==> src/rtl/core/mm64_pkg.sv <==
// Shared constants, types and helpers for the MurmurHash64A stream hasher.
package mm64_pkg;

   // Multiplier constant and its 32-bit halves
   localparam logic [63:0] MUL_CONST = 64'hc6a4a7935bd1e995;
   localparam logic [31:0] MUL_LO    = MUL_CONST[31:0];
   localparam logic [31:0] MUL_HI    = MUL_CONST[63:32];
   localparam int          SHIFT_R   = 47;

   // Controller states, one-hot
   typedef enum logic [7:0] {
      ST_IDLE  = 8'b0000_0001,
      ST_START = 8'b0000_0010,
      ST_SEED  = 8'b0000_0100,
      ST_MIXA  = 8'b0000_1000,
      ST_MIXB  = 8'b0001_0000,
      ST_HMUL  = 8'b0010_0000,
      ST_FIN   = 8'b0100_0000,
      ST_EMIT  = 8'b1000_0000
   } state_type;

   // Source of the next multiplier operand
   typedef enum logic [2:0] {
      OPND_LEN,
      OPND_WORD,
      OPND_KMIX,
      OPND_HMIX,
      OPND_TAIL,
      OPND_FIN
   } opnd_sel_type;

   // Next value of the running hash
   typedef enum logic [1:0] {
      HSEL_HOLD,
      HSEL_SEED,
      HSEL_PROD
   } hsel_type;

   typedef struct packed {
      logic         capture;
      logic         mul_start;
      opnd_sel_type opnd_sel;
      hsel_type     h_sel;
      logic         out_load;
   } dp_cmd_type;

   typedef struct packed {
      logic first;
      logic last;
      logic full;
      logic partial;
      logic mul_done;
      logic out_free;
   } dp_stat_type;

   // x ^ (x >> 47)
   function automatic logic [63:0] mix_shift(input logic [63:0] x);
      return x ^ (x >> SHIFT_R);
   endfunction

endpackage

==> src/rtl/core/mm64_mul.sv <==
// Iterative 64-bit multiply by the hash constant, modulo 2^64, on one 32x32 multiplier.
module mm64_mul (
   input  logic        clock,
   input  logic        reset,
   input  logic        start,
   input  logic [63:0] operand,
   output logic        done,
   output logic [63:0] product
);
   import mm64_pkg::*;

   logic        busy_ff, busy_in;
   logic        done_ff, done_in;
   logic [2:0]  step_ff, step_in;
   logic [63:0] opnd_ff, opnd_in;
   logic [63:0] acc_ff, acc_in;
   logic [31:0] mul_x, mul_y;
   logic [63:0] pp;

   // Partial product: aL*mL, then aL*mH and aH*mL into the upper half
   assign mul_x = step_ff[2] ? opnd_ff[63:32] : opnd_ff[31:0];
   assign mul_y = step_ff[1] ? MUL_HI : MUL_LO;
   assign pp    = mul_x * mul_y;

   always_comb begin
      busy_in = busy_ff;
      done_in = 1'b0;
      step_in = step_ff;
      opnd_in = opnd_ff;
      acc_in  = acc_ff;
      if (start) begin
         busy_in = 1'b1;
         step_in = 3'b001;
         opnd_in = operand;
      end else if (busy_ff) begin
         acc_in  = step_ff[0] ? pp : acc_ff + {pp[31:0], 32'b0};
         step_in = {step_ff[1:0], 1'b0};
         if (step_ff[2]) begin
            busy_in = 1'b0;
            done_in = 1'b1;
         end
      end
   end

   always_ff @(posedge clock) begin
      if (reset) begin
         busy_ff <= 1'b0;
         done_ff <= 1'b0;
         step_ff <= 3'b000;
      end else begin
         busy_ff <= busy_in;
         done_ff <= done_in;
         step_ff <= step_in;
      end
      opnd_ff <= opnd_in;
      acc_ff  <= acc_in;
   end

   assign done    = done_ff;
   assign product = acc_ff;

endmodule

==> src/rtl/core/mm64_dp.sv <==
// Datapath: input capture, seed and running hash, operand selection, multiplier, result register.
module mm64_dp (
   input  logic                 clock,
   input  logic                 reset,
   input  mm64_pkg::dp_cmd_type cmd,
   output mm64_pkg::dp_stat_type stat,
   input  logic [63:0]          in_word,
   input  logic [3:0]           in_valid_bytes,
   input  logic                 in_first,
   input  logic                 in_last,
   input  logic [31:0]          in_total_length,
   input  logic                 seed_we,
   input  logic [63:0]          seed_wdata,
   input  logic                 rsp_tready,
   output logic                 rsp_tvalid,
   output logic [63:0]          rsp_tdata
);
   import mm64_pkg::*;

   logic [63:0] seed_ff;
   logic [63:0] h_ff, h_in;
   logic [63:0] word_ff;
   logic [31:0] len_ff;
   logic [2:0]  tail_ff;
   logic        first_ff, last_ff, full_ff, partial_ff;
   logic        rsp_valid_ff, rsp_valid_in;
   logic [63:0] rsp_data_ff;
   logic [63:0] tail_mask;
   logic [63:0] opnd;
   logic [63:0] mul_prod;
   logic        mul_done;

   mm64_mul u_mul (
      .clock   (clock),
      .reset   (reset),
      .start   (cmd.mul_start),
      .operand (opnd),
      .done    (mul_done),
      .product (mul_prod)
   );

   // Keep the low tail bytes of a partial word
   always_comb begin
      for (int i = 0; i < 8; i++) begin
         tail_mask[8*i +: 8] = (3'(i) < tail_ff) ? 8'hFF : 8'h00;
      end
   end

   // Next running hash
   always_comb begin
      unique case (cmd.h_sel)
         HSEL_HOLD: h_in = h_ff;
         HSEL_SEED: h_in = seed_ff ^ mul_prod;
         HSEL_PROD: h_in = mul_prod;
         default:   h_in = h_ff;
      endcase
   end

   // Multiplier operand
   always_comb begin
      unique case (cmd.opnd_sel)
         OPND_LEN:  opnd = {32'b0, len_ff};
         OPND_WORD: opnd = word_ff;
         OPND_KMIX: opnd = mix_shift(mul_prod);
         OPND_HMIX: opnd = h_ff ^ mul_prod;
         OPND_TAIL: opnd = h_in ^ (word_ff & tail_mask);
         OPND_FIN:  opnd = mix_shift(h_in);
         default:   opnd = word_ff;
      endcase
   end

   // Result register: loads while empty or while its beat is taken
   always_comb begin
      rsp_valid_in = rsp_valid_ff;
      if (cmd.out_load) begin
         rsp_valid_in = 1'b1;
      end else if (rsp_tready) begin
         rsp_valid_in = 1'b0;
      end
   end

   always_ff @(posedge clock) begin
      if (reset) begin
         seed_ff      <= '0;
         h_ff         <= '0;
         rsp_valid_ff <= 1'b0;
      end else begin
         if (seed_we) begin
            seed_ff <= seed_wdata;
         end
         h_ff         <= h_in;
         rsp_valid_ff <= rsp_valid_in;
      end
      if (cmd.capture) begin
         word_ff    <= in_word;
         len_ff     <= in_total_length;
         tail_ff    <= in_valid_bytes[2:0];
         first_ff   <= in_first;
         last_ff    <= in_last;
         full_ff    <= in_valid_bytes[3];
         partial_ff <= !in_valid_bytes[3] && (in_valid_bytes[2:0] != 3'd0);
      end
      if (cmd.out_load) begin
         rsp_data_ff <= mix_shift(mul_prod);
      end
   end

   assign stat.first    = first_ff;
   assign stat.last     = last_ff;
   assign stat.full     = full_ff;
   assign stat.partial  = partial_ff;
   assign stat.mul_done = mul_done;
   assign stat.out_free = !rsp_valid_ff || rsp_tready;

   assign rsp_tvalid = rsp_valid_ff;
   assign rsp_tdata  = rsp_data_ff;

endmodule

==> src/rtl/core/mm64_ctrl.sv <==
// Controller: sequences seeding, word mixing and finalization over the shared multiplier.
module mm64_ctrl (
   input  logic                  clock,
   input  logic                  reset,
   input  logic                  req_tvalid,
   output logic                  req_tready,
   input  mm64_pkg::dp_stat_type stat,
   output mm64_pkg::dp_cmd_type  cmd
);
   import mm64_pkg::*;

   state_type state_ff, state_in;
   logic      word_step;

   always_comb begin
      cmd          = '0;
      cmd.opnd_sel = OPND_WORD;
      cmd.h_sel    = HSEL_HOLD;
      state_in     = state_ff;
      word_step    = 1'b0;

      unique case (state_ff)
         ST_IDLE: begin
            if (req_tvalid) begin
               cmd.capture = 1'b1;
               state_in    = ST_START;
            end
         end
         ST_START: begin
            if (stat.first) begin
               cmd.mul_start = 1'b1;
               cmd.opnd_sel  = OPND_LEN;
               state_in      = ST_SEED;
            end else begin
               word_step = 1'b1;
            end
         end
         ST_SEED: begin
            if (stat.mul_done) begin
               cmd.h_sel = HSEL_SEED;
               word_step = 1'b1;
            end
         end
         ST_MIXA: begin
            if (stat.mul_done) begin
               cmd.mul_start = 1'b1;
               cmd.opnd_sel  = OPND_KMIX;
               state_in      = ST_MIXB;
            end
         end
         ST_MIXB: begin
            if (stat.mul_done) begin
               cmd.mul_start = 1'b1;
               cmd.opnd_sel  = OPND_HMIX;
               state_in      = ST_HMUL;
            end
         end
         ST_HMUL: begin
            if (stat.mul_done) begin
               cmd.h_sel = HSEL_PROD;
               if (stat.last) begin
                  cmd.mul_start = 1'b1;
                  cmd.opnd_sel  = OPND_FIN;
                  state_in      = ST_FIN;
               end else begin
                  state_in = ST_IDLE;
               end
            end
         end
         ST_FIN: begin
            if (stat.mul_done) begin
               state_in = ST_EMIT;
            end
         end
         ST_EMIT: begin
            if (stat.out_free) begin
               cmd.out_load = 1'b1;
               state_in     = ST_IDLE;
            end
         end
         default: state_in = ST_IDLE;
      endcase

      // Word phase, once the running hash is current
      if (word_step) begin
         priority if (stat.full) begin
            cmd.mul_start = 1'b1;
            cmd.opnd_sel  = OPND_WORD;
            state_in      = ST_MIXA;
         end else if (stat.partial) begin
            cmd.mul_start = 1'b1;
            cmd.opnd_sel  = OPND_TAIL;
            state_in      = ST_HMUL;
         end else if (stat.last) begin
            cmd.mul_start = 1'b1;
            cmd.opnd_sel  = OPND_FIN;
            state_in      = ST_FIN;
         end else begin
            state_in = ST_IDLE;
         end
      end
   end

   always_ff @(posedge clock) begin
      if (reset) begin
         state_ff <= ST_IDLE;
      end else begin
         state_ff <= state_in;
      end
   end

   assign req_tready = (state_ff == ST_IDLE);

endmodule

==> src/rtl/core/murmur64_stream_hash.sv <==
// Top level of the MurmurHash64A stream hasher.
//
//  channel | dir | handshake              | payload
//  --------+-----+------------------------+------------------------------------------
//  req     | in  | req_tvalid/req_tready  | tdata: word, valid_bytes, total_length;
//          |     |                        | tuser: first; tlast: last
//  rsp     | out | rsp_tvalid/rsp_tready  | tdata: digest
//  csr     | in  | csr_valid/csr_ready    | csr_wdata: seed
//
//  Every 64-bit multiply by the hash constant runs on one shared 32x32 multiplier. An
//  item needs 0 to 5 multiplies: one to seed on first, three for a full word or one
//  for a partial word, one to finalize on last; on last the result register is then
//  loaded.
//  Reset is synchronous; it clears the seed and the running hash to zero.
//  A waiting result does not block the next beat; only the next digest waits for it.
module murmur64_stream_hash (
   input  logic         clock,
   input  logic         reset,
   input  logic         req_tvalid,
   output logic         req_tready,
   input  logic [103:0] req_tdata,   // word[63:0], valid_bytes[67:64], total_length[99:68], zero
   input  logic [0:0]   req_tuser,   // first[0]
   input  logic         req_tlast,
   output logic         rsp_tvalid,
   input  logic         rsp_tready,
   output logic [63:0]  rsp_tdata,   // digest[63:0]
   input  logic         csr_valid,
   output logic         csr_ready,
   input  logic [63:0]  csr_wdata
);
   import mm64_pkg::*;

   dp_cmd_type  cmd;
   dp_stat_type stat;

   assign csr_ready = 1'b1;

   mm64_ctrl u_ctrl (
      .clock      (clock),
      .reset      (reset),
      .req_tvalid (req_tvalid),
      .req_tready (req_tready),
      .stat       (stat),
      .cmd        (cmd)
   );

   mm64_dp u_dp (
      .clock           (clock),
      .reset           (reset),
      .cmd             (cmd),
      .stat            (stat),
      .in_word         (req_tdata[63:0]),
      .in_valid_bytes  (req_tdata[67:64]),
      .in_first        (req_tuser[0]),
      .in_last         (req_tlast),
      .in_total_length (req_tdata[99:68]),
      .seed_we         (csr_valid && csr_ready),
      .seed_wdata      (csr_wdata),
      .rsp_tready      (rsp_tready),
      .rsp_tvalid      (rsp_tvalid),
      .rsp_tdata       (rsp_tdata)
   );

endmodule

==> config.mk <==
export PLATFORM = sky130hd
export DESIGN_NAME = murmur64_stream_hash
export DESIGN_NICKNAME = d
export VERILOG_FILES = /design/src/rtl/core/mm64_pkg.sv /design/src/rtl/core/mm64_mul.sv /design/src/rtl/core/mm64_dp.sv /design/src/rtl/core/mm64_ctrl.sv /design/src/rtl/core/murmur64_stream_hash.sv
export SDC_FILE = /design/constraint.sdc
export NUM_CORES = 2
export LEC_CHECK = 0
export BUFFER_PORTS_ARGS = -buffer_cell sky130_fd_sc_hd__buf_2
export CAP_MARGIN = 10
export CORE_MARGIN = 5
export CORE_UTILIZATION = 34
export DETAILED_ROUTE_END_ITERATION = 12
export HOLD_SLACK_MARGIN = 0.15
export SKIP_CTS_REPAIR_TIMING = 1
export SLEW_MARGIN = 20
export SYNTH_ARGS = -nofsm -noshare
export SYNTH_HDL_FRONTEND = slang
export SYNTH_SLANG_ARGS = --single-unit
==> constraint.sdc <==
create_clock -name clock -period 21.6 [get_ports clock]
set_clock_uncertainty 0.2 [all_clocks]
set_input_delay 1.08 -clock clock [delete_from_list [all_inputs] [get_ports clock]]
set_output_delay 1.08 -clock clock [all_outputs]
set_load 0.1 [all_outputs]
After elaboration in Yosys (flattened, before gate mapping). Cells that the tools add are included.

Register bits: 437. Bits of input ports: 175. Output and inout bits: 67.

Add/sub/neg operators: 1. Multipliers: 1. Magnitude comparators: 8. Eq/ne operators: 22. Muxes and demuxes: 52. Bitwise gates (word level): 8. Reduce and logical (&&, ||, !) cells: 12.

Operator list (count): $pmux W64 S5 (1); $xor A64 B64 Y64 (3); $mux W8 (18); $pmux W64 S2 (1); $xor A64 B17 Y64 (2); $add A64 B64 Y64 (1); $and A64 B64 Y64 (1); $mul A32 B32 Y64 (1); $mux W32 (2); $mux W64 (1); $pmux W8 S8 (1); $mux W4 (8); $pmux W4 S4 (1); $mux W1 (15); $ne A3 B1 Y1 const B (5); $lt A3 B3 Y1 const A (4); $eq A8 B1 Y1 const B (1); $eq A8 B2 Y1 const B (1); $eq A8 B3 Y1 const B (1); $eq A8 B4 Y1 const B (1); $eq A8 B5 Y1 const B (1); $eq A8 B6 Y1 const B (1); $eq A8 B7 Y1 const B (1); $eq A8 B8 Y1 const B (1); 23 further kinds (31).

Longest topological paths before layout.
Depth in word-level cells: 9. Mapped depth: 39. Mapped depth without buffers: 38.

Hierarchy. A second synthesis with hierarchy kept.

Cell total of the unflattened synthesis: 4613. Area total of the unflattened synthesis: 46794.9 um^2.

Modules (own cells, without submodules): mm64_mul (times used 1, cells each 2911, area each 30367.9 um^2); mm64_dp (times used 1, cells each 1598, area each 15676.3 um^2); mm64_ctrl (times used 1, cells each 102, area each 739.5 um^2); murmur64_stream_hash (times used 1, cells each 2, area each 11.3 um^2).

Worst setup path after synthesis. Ideal clock, no wire load.

Path type: reg2reg. Start: register u_dp.u_mul.step_ff[2]. End: register u_dp.u_mul.acc_ff[61] (netlist: u_dp.u_mul.product[61]), data pin. Arrival time: 9185 ps. Setup slack: 11949 ps. Stages on the path, launching flop included: 36. Path buffers: 3. Cell sequence: dfxtp_1 > clkbuf_1 > clkbuf_1 > clkbuf_1 > mux2i_1 > nor2_1 > ha_1 > inv_1 > fa_1 > inv_1 > fa_1 > inv_1 > fa_1 > inv_1 > fa_1 > inv_1 > fa_1 > inv_1 > fa_1 > fa_1 > ha_1 > a21oi_1 > a21oi_1 > a211oi_1 > a21boi_0 > o21ai_0 > a21o_1 > a21oi_1 > xnor2_1 > ha_1 > a21o_1 > a22o_1 > a211oi_1 > xnor2_1 > nand2_1 > o21ai_1.

Cells in the longest elaborated chain, start to end: 4.

RTL lines: from (decl) (line mm64_mul.sv:14) `logic [2:0] step_ff, step_in;`; from (signal assigned) (line mm64_mul.sv:53) `step_ff <= step_in;`; $mux W32 (*) (line mm64_mul.sv:21) `assign mul_x = step_ff[2] ? opnd_ff[63:32] : opnd_ff[31:0];`; $mul A32 B32 Y64 (*) (line mm64_mul.sv:23) `assign pp = mul_x * mul_y;`; $add A64 B64 Y64 (line mm64_mul.sv:36) `acc_in = step_ff[0] ? pp : acc_ff + {pp[31:0], 32'b0};`; $mux W64 (*) (line mm64_mul.sv:36); to (signal assigned) (line mm64_mul.sv:56) `acc_ff <= acc_in;`; to (decl) (line mm64_mul.sv:16) `logic [63:0] acc_ff, acc_in;`.

Mark *: on every way between the ends. The rest lies on a longest branch, timed or not. A chain may end at the register's enable or synchronous reset.

Worst setup path after layout.
Start: register u_dp.u_mul.step_ff[2]. End: register u_dp.u_mul.acc_ff[63] (netlist: u_dp.u_mul.product[63]), data pin.

Same word-level chain as after synthesis.

==> impl_metrics.py <==
metrics = {
    "critical_path": {
        "crit_arrival_ps": 11460,
        "cp_max_fo": 26,
        "slowest_stage": "mux2i_1",
        "cp.required_ps": 21690,
        "worst-setup-path-type": "register to register",
        "worstSetupStartpointType": "register",
        "end_kind": "register",
        "max_stage_delay_ps": 700,
    },
    "clocking": {
        "cts.sinks": 437,
        "cts_tree": "built",
        "htree_levels": 2,
        "clkTransAtPathRegs_ps": 70,
        "cts_root_buf": "clkbuf_16",
        "clock_path_buffers": 3,
        "numCtsBuffers": 40,
        "insertion_delay_ps": 570,
    },
    "finish": {
        "fin_cells": 6279,
        "fin_util_pct": 37.4,
        "layout-drive-gt1-share_pct": 8.89,
        "final_nets": 5718,
        "area_growth_pct": 9.76,
        "fillerInstances": 13086,
    },
    "grt": {
        "grt_pass1_vias": 34057,
        "grt-ovfl-total": 0,
        "grt_usage_pct": 21.4,
        "antenna_found_initial": 1,
        "grt_pass1_wl_microns": 222000,
        "grt_max_degree": 85,
    },
    "die": {
        "start_util_pct": 34.1,
        "dieArea_sq_um": 139000,
        "die_height_microns": 373,
        "row_count": 133,
        "io_pins": 242,
        "die_x_microns": 373,
        "coreArea_sq_um": 131000,
    },
    "placement": {
        "dp_hpwl_microns": 122000,
        "numPortBuffers": 236,
        "placed_cells": 6204,
        "gp_congestion": 0.938,
        "pre_cts_ws_ps": 10340,
    },
    "synth": {
        "synth_simple_gate_area_share_pct": 7.94,
        "ys.flop_type": "edfxtp_1",
        "synth-seq-cells": 437,
        "synth_warnings": 0,
        "synth_cell_types": 75,
        "synth_top_family_by_area": "adder cells",
        "synth_cells": 4344,
        "yosysTopAreaCell": "fa_1",
        "synth_fa_ha_area_share_pct": 39.9,
        "synth_most_common_cell": "inv_1",
        "syn_area_sq_um": 44700,
        "muxShareOfSynthArea_pct": 2.35,
        "synthXorXnorAreaFrac_pct": 5.33,
        "synth_commonest_cells": "inv_1 (758), fa_1 (619), ha_1 (433), nor2_1 (375), edfxtp_1 (295)",
        "ys_seq_area_share_pct": 26.2,
        "synth_top_area_share_pct": 27.7,
        "synth_edf_count": 295,
        "synth_compound_area_share_pct": 10.3,
        "avgSynthCellArea_sq_um": 10.3,
        "synth.area.top_cells": "fa_1 (28%), edfxtp_1 (20%), ha_1 (12%)",
        "async_flop_share_pct": 0,
    },
    "timing": {
        "rsz0062_at_grt": "false",
        "clock.fmax_mhz": 87.9,
        "setup_slack_ps": 10230,
        "fin_crit_ps": 11370,
        "final_max_slew_viol_count": 0,
        "tightest_slew_ps": 1180,
        "finalSetupViolations": 0,
        "slew_headroom_pct": 19.0,
        "hold_violations": 0,
        "final.setup.tns_ps": 0,
        "fin_crit_sh_pct": 52.7,
    },
    "job": {
        "cap_violations": 0,
    },
    "routing": {
        "viasPerCell": 5.18,
        "drc": 0,
        "ant_nets": 0,
        "drt_iter0_markers": 2796,
        "dr.pass1.iters": 6,
        "num_vias": 32506,
        "wl_microns": 149000,
        "wl_per_cell_microns": 23.7,
    },
    "run_status": {
        "status": "completed",
    },
    "worst_hold_path": {
        "min_path_type": "register to register",
    },
}
## cells by family (layout without fill, tap and decap cells)
logic type                 count (synthesis)  in the layout
adders and majority gates               1052           1052
buffers and inverters                    946           1120
and+or+nand+nor                          796            796
AOI/OAI and AO/OA                        735            735
DFF                                      437            437
xor gates and xnor gates                 272            272
muxes                                    104            104
other                                      2              8
## metrics by stage
stage,hold slack (ps),cell area (sq um)
floorplan,224,44700
global placement,271,47800
detailed placement,285,47800
CTS,296,49000
global route,316,49000
finish,301,49000
## per-layer routing
| metal | up-vias | wire [microns] | track usage, % |
|---|---|---|---|
| met3 | 230 | 11300 | 3.80 |
| met4 | 0 | 6170 | 7.70 |
| met5 | - | 0 | 0 |
| li1 | 14541 | - | - |
| met1 | 16392 | 62300 | 28.6 |
| met2 | 1343 | 68700 | 35.1 |
## state kept, by name, summed over array words and instances (netlist names)
| signal | cells |
|---|---|
| u_dp.u_mul.step_ff | 3 |
| u_dp.partial_ff | 1 |
| u_dp.tail_ff | 3 |
| u_dp.u_mul.busy_ff | 1 |
| u_dp.u_mul.opnd_ff | 64 |
| u_dp.last_ff | 1 |
| u_dp.rsp_tdata | 64 |
| u_dp.u_mul.done | 1 |
| u_ctrl.state_ff | 8 |
| u_dp.seed_ff | 64 |
| u_dp.rsp_tvalid | 1 |
| u_dp.len_ff | 32 |
| u_dp.first_ff | 1 |
| u_dp.full_ff | 1 |
| u_dp.h_ff | 64 |
| u_dp.u_mul.product | 64 |
| u_dp.word_ff | 64 |
## area by class of cell
cell class / count / area, sq um / share of cell area (%)
tap: 1755 / 2200 / 4.48
timing repair buffer: 286 / 1560 / 3.18
inverter: 760 / 2850 / 5.82
clock inverter: 23 / 180 / 0.367
antenna: 1 / 2.50 / 0.00510
sequential: 437 / 11700 / 23.9
clock buffer: 51 / 1100 / 2.25
multi-input combinational: 2966 / 29400 / 60.0
## layout by cell type (no fill, tap or decap), types with 92 or more instances in the layout
cell type  instances
nand2_1          215
nor2_1           375
o21ai_0          129
edfxtp_1         295
a21oi_1          274
mux2i_1           98
xnor2_1          124
ha_1             431
buf_2            234
xor2_1           148
inv_1            757
a22oi_1           92
dfxtp_1          139
fa_1             619
## final timing paths
kind | from | slack [ps] | end | depth (start not counted)
worst min register to register | u_dp.u_mul.step_ff[0] | 300 | u_dp.u_mul.step_ff[0] | 2
worst min-delay path | u_dp.u_mul.step_ff[0] | 300 | u_dp.u_mul.step_ff[0] | 2
worst max-delay path | u_dp.u_mul.step_ff[2] | 10230 | u_dp.u_mul.product[63] | 33
worst max register to register | u_dp.u_mul.step_ff[2] | 10230 | u_dp.u_mul.product[63] | 33
## worst max-delay path: cells and delay by family (launching register included)
family | cells | cell delay [ps]
compound gates | 6 | 1800
xor+xnor | 2 | 570
fa+ha+maj | 10 | 4120
buf+inv | 5 | 1310
flops | 1 | 550
mux | 2 | 790
simple gates | 8 | 1740
Power is not shown: default switching activity piles up to over one toggle a cycle in this logic, so the estimate is an artifact.
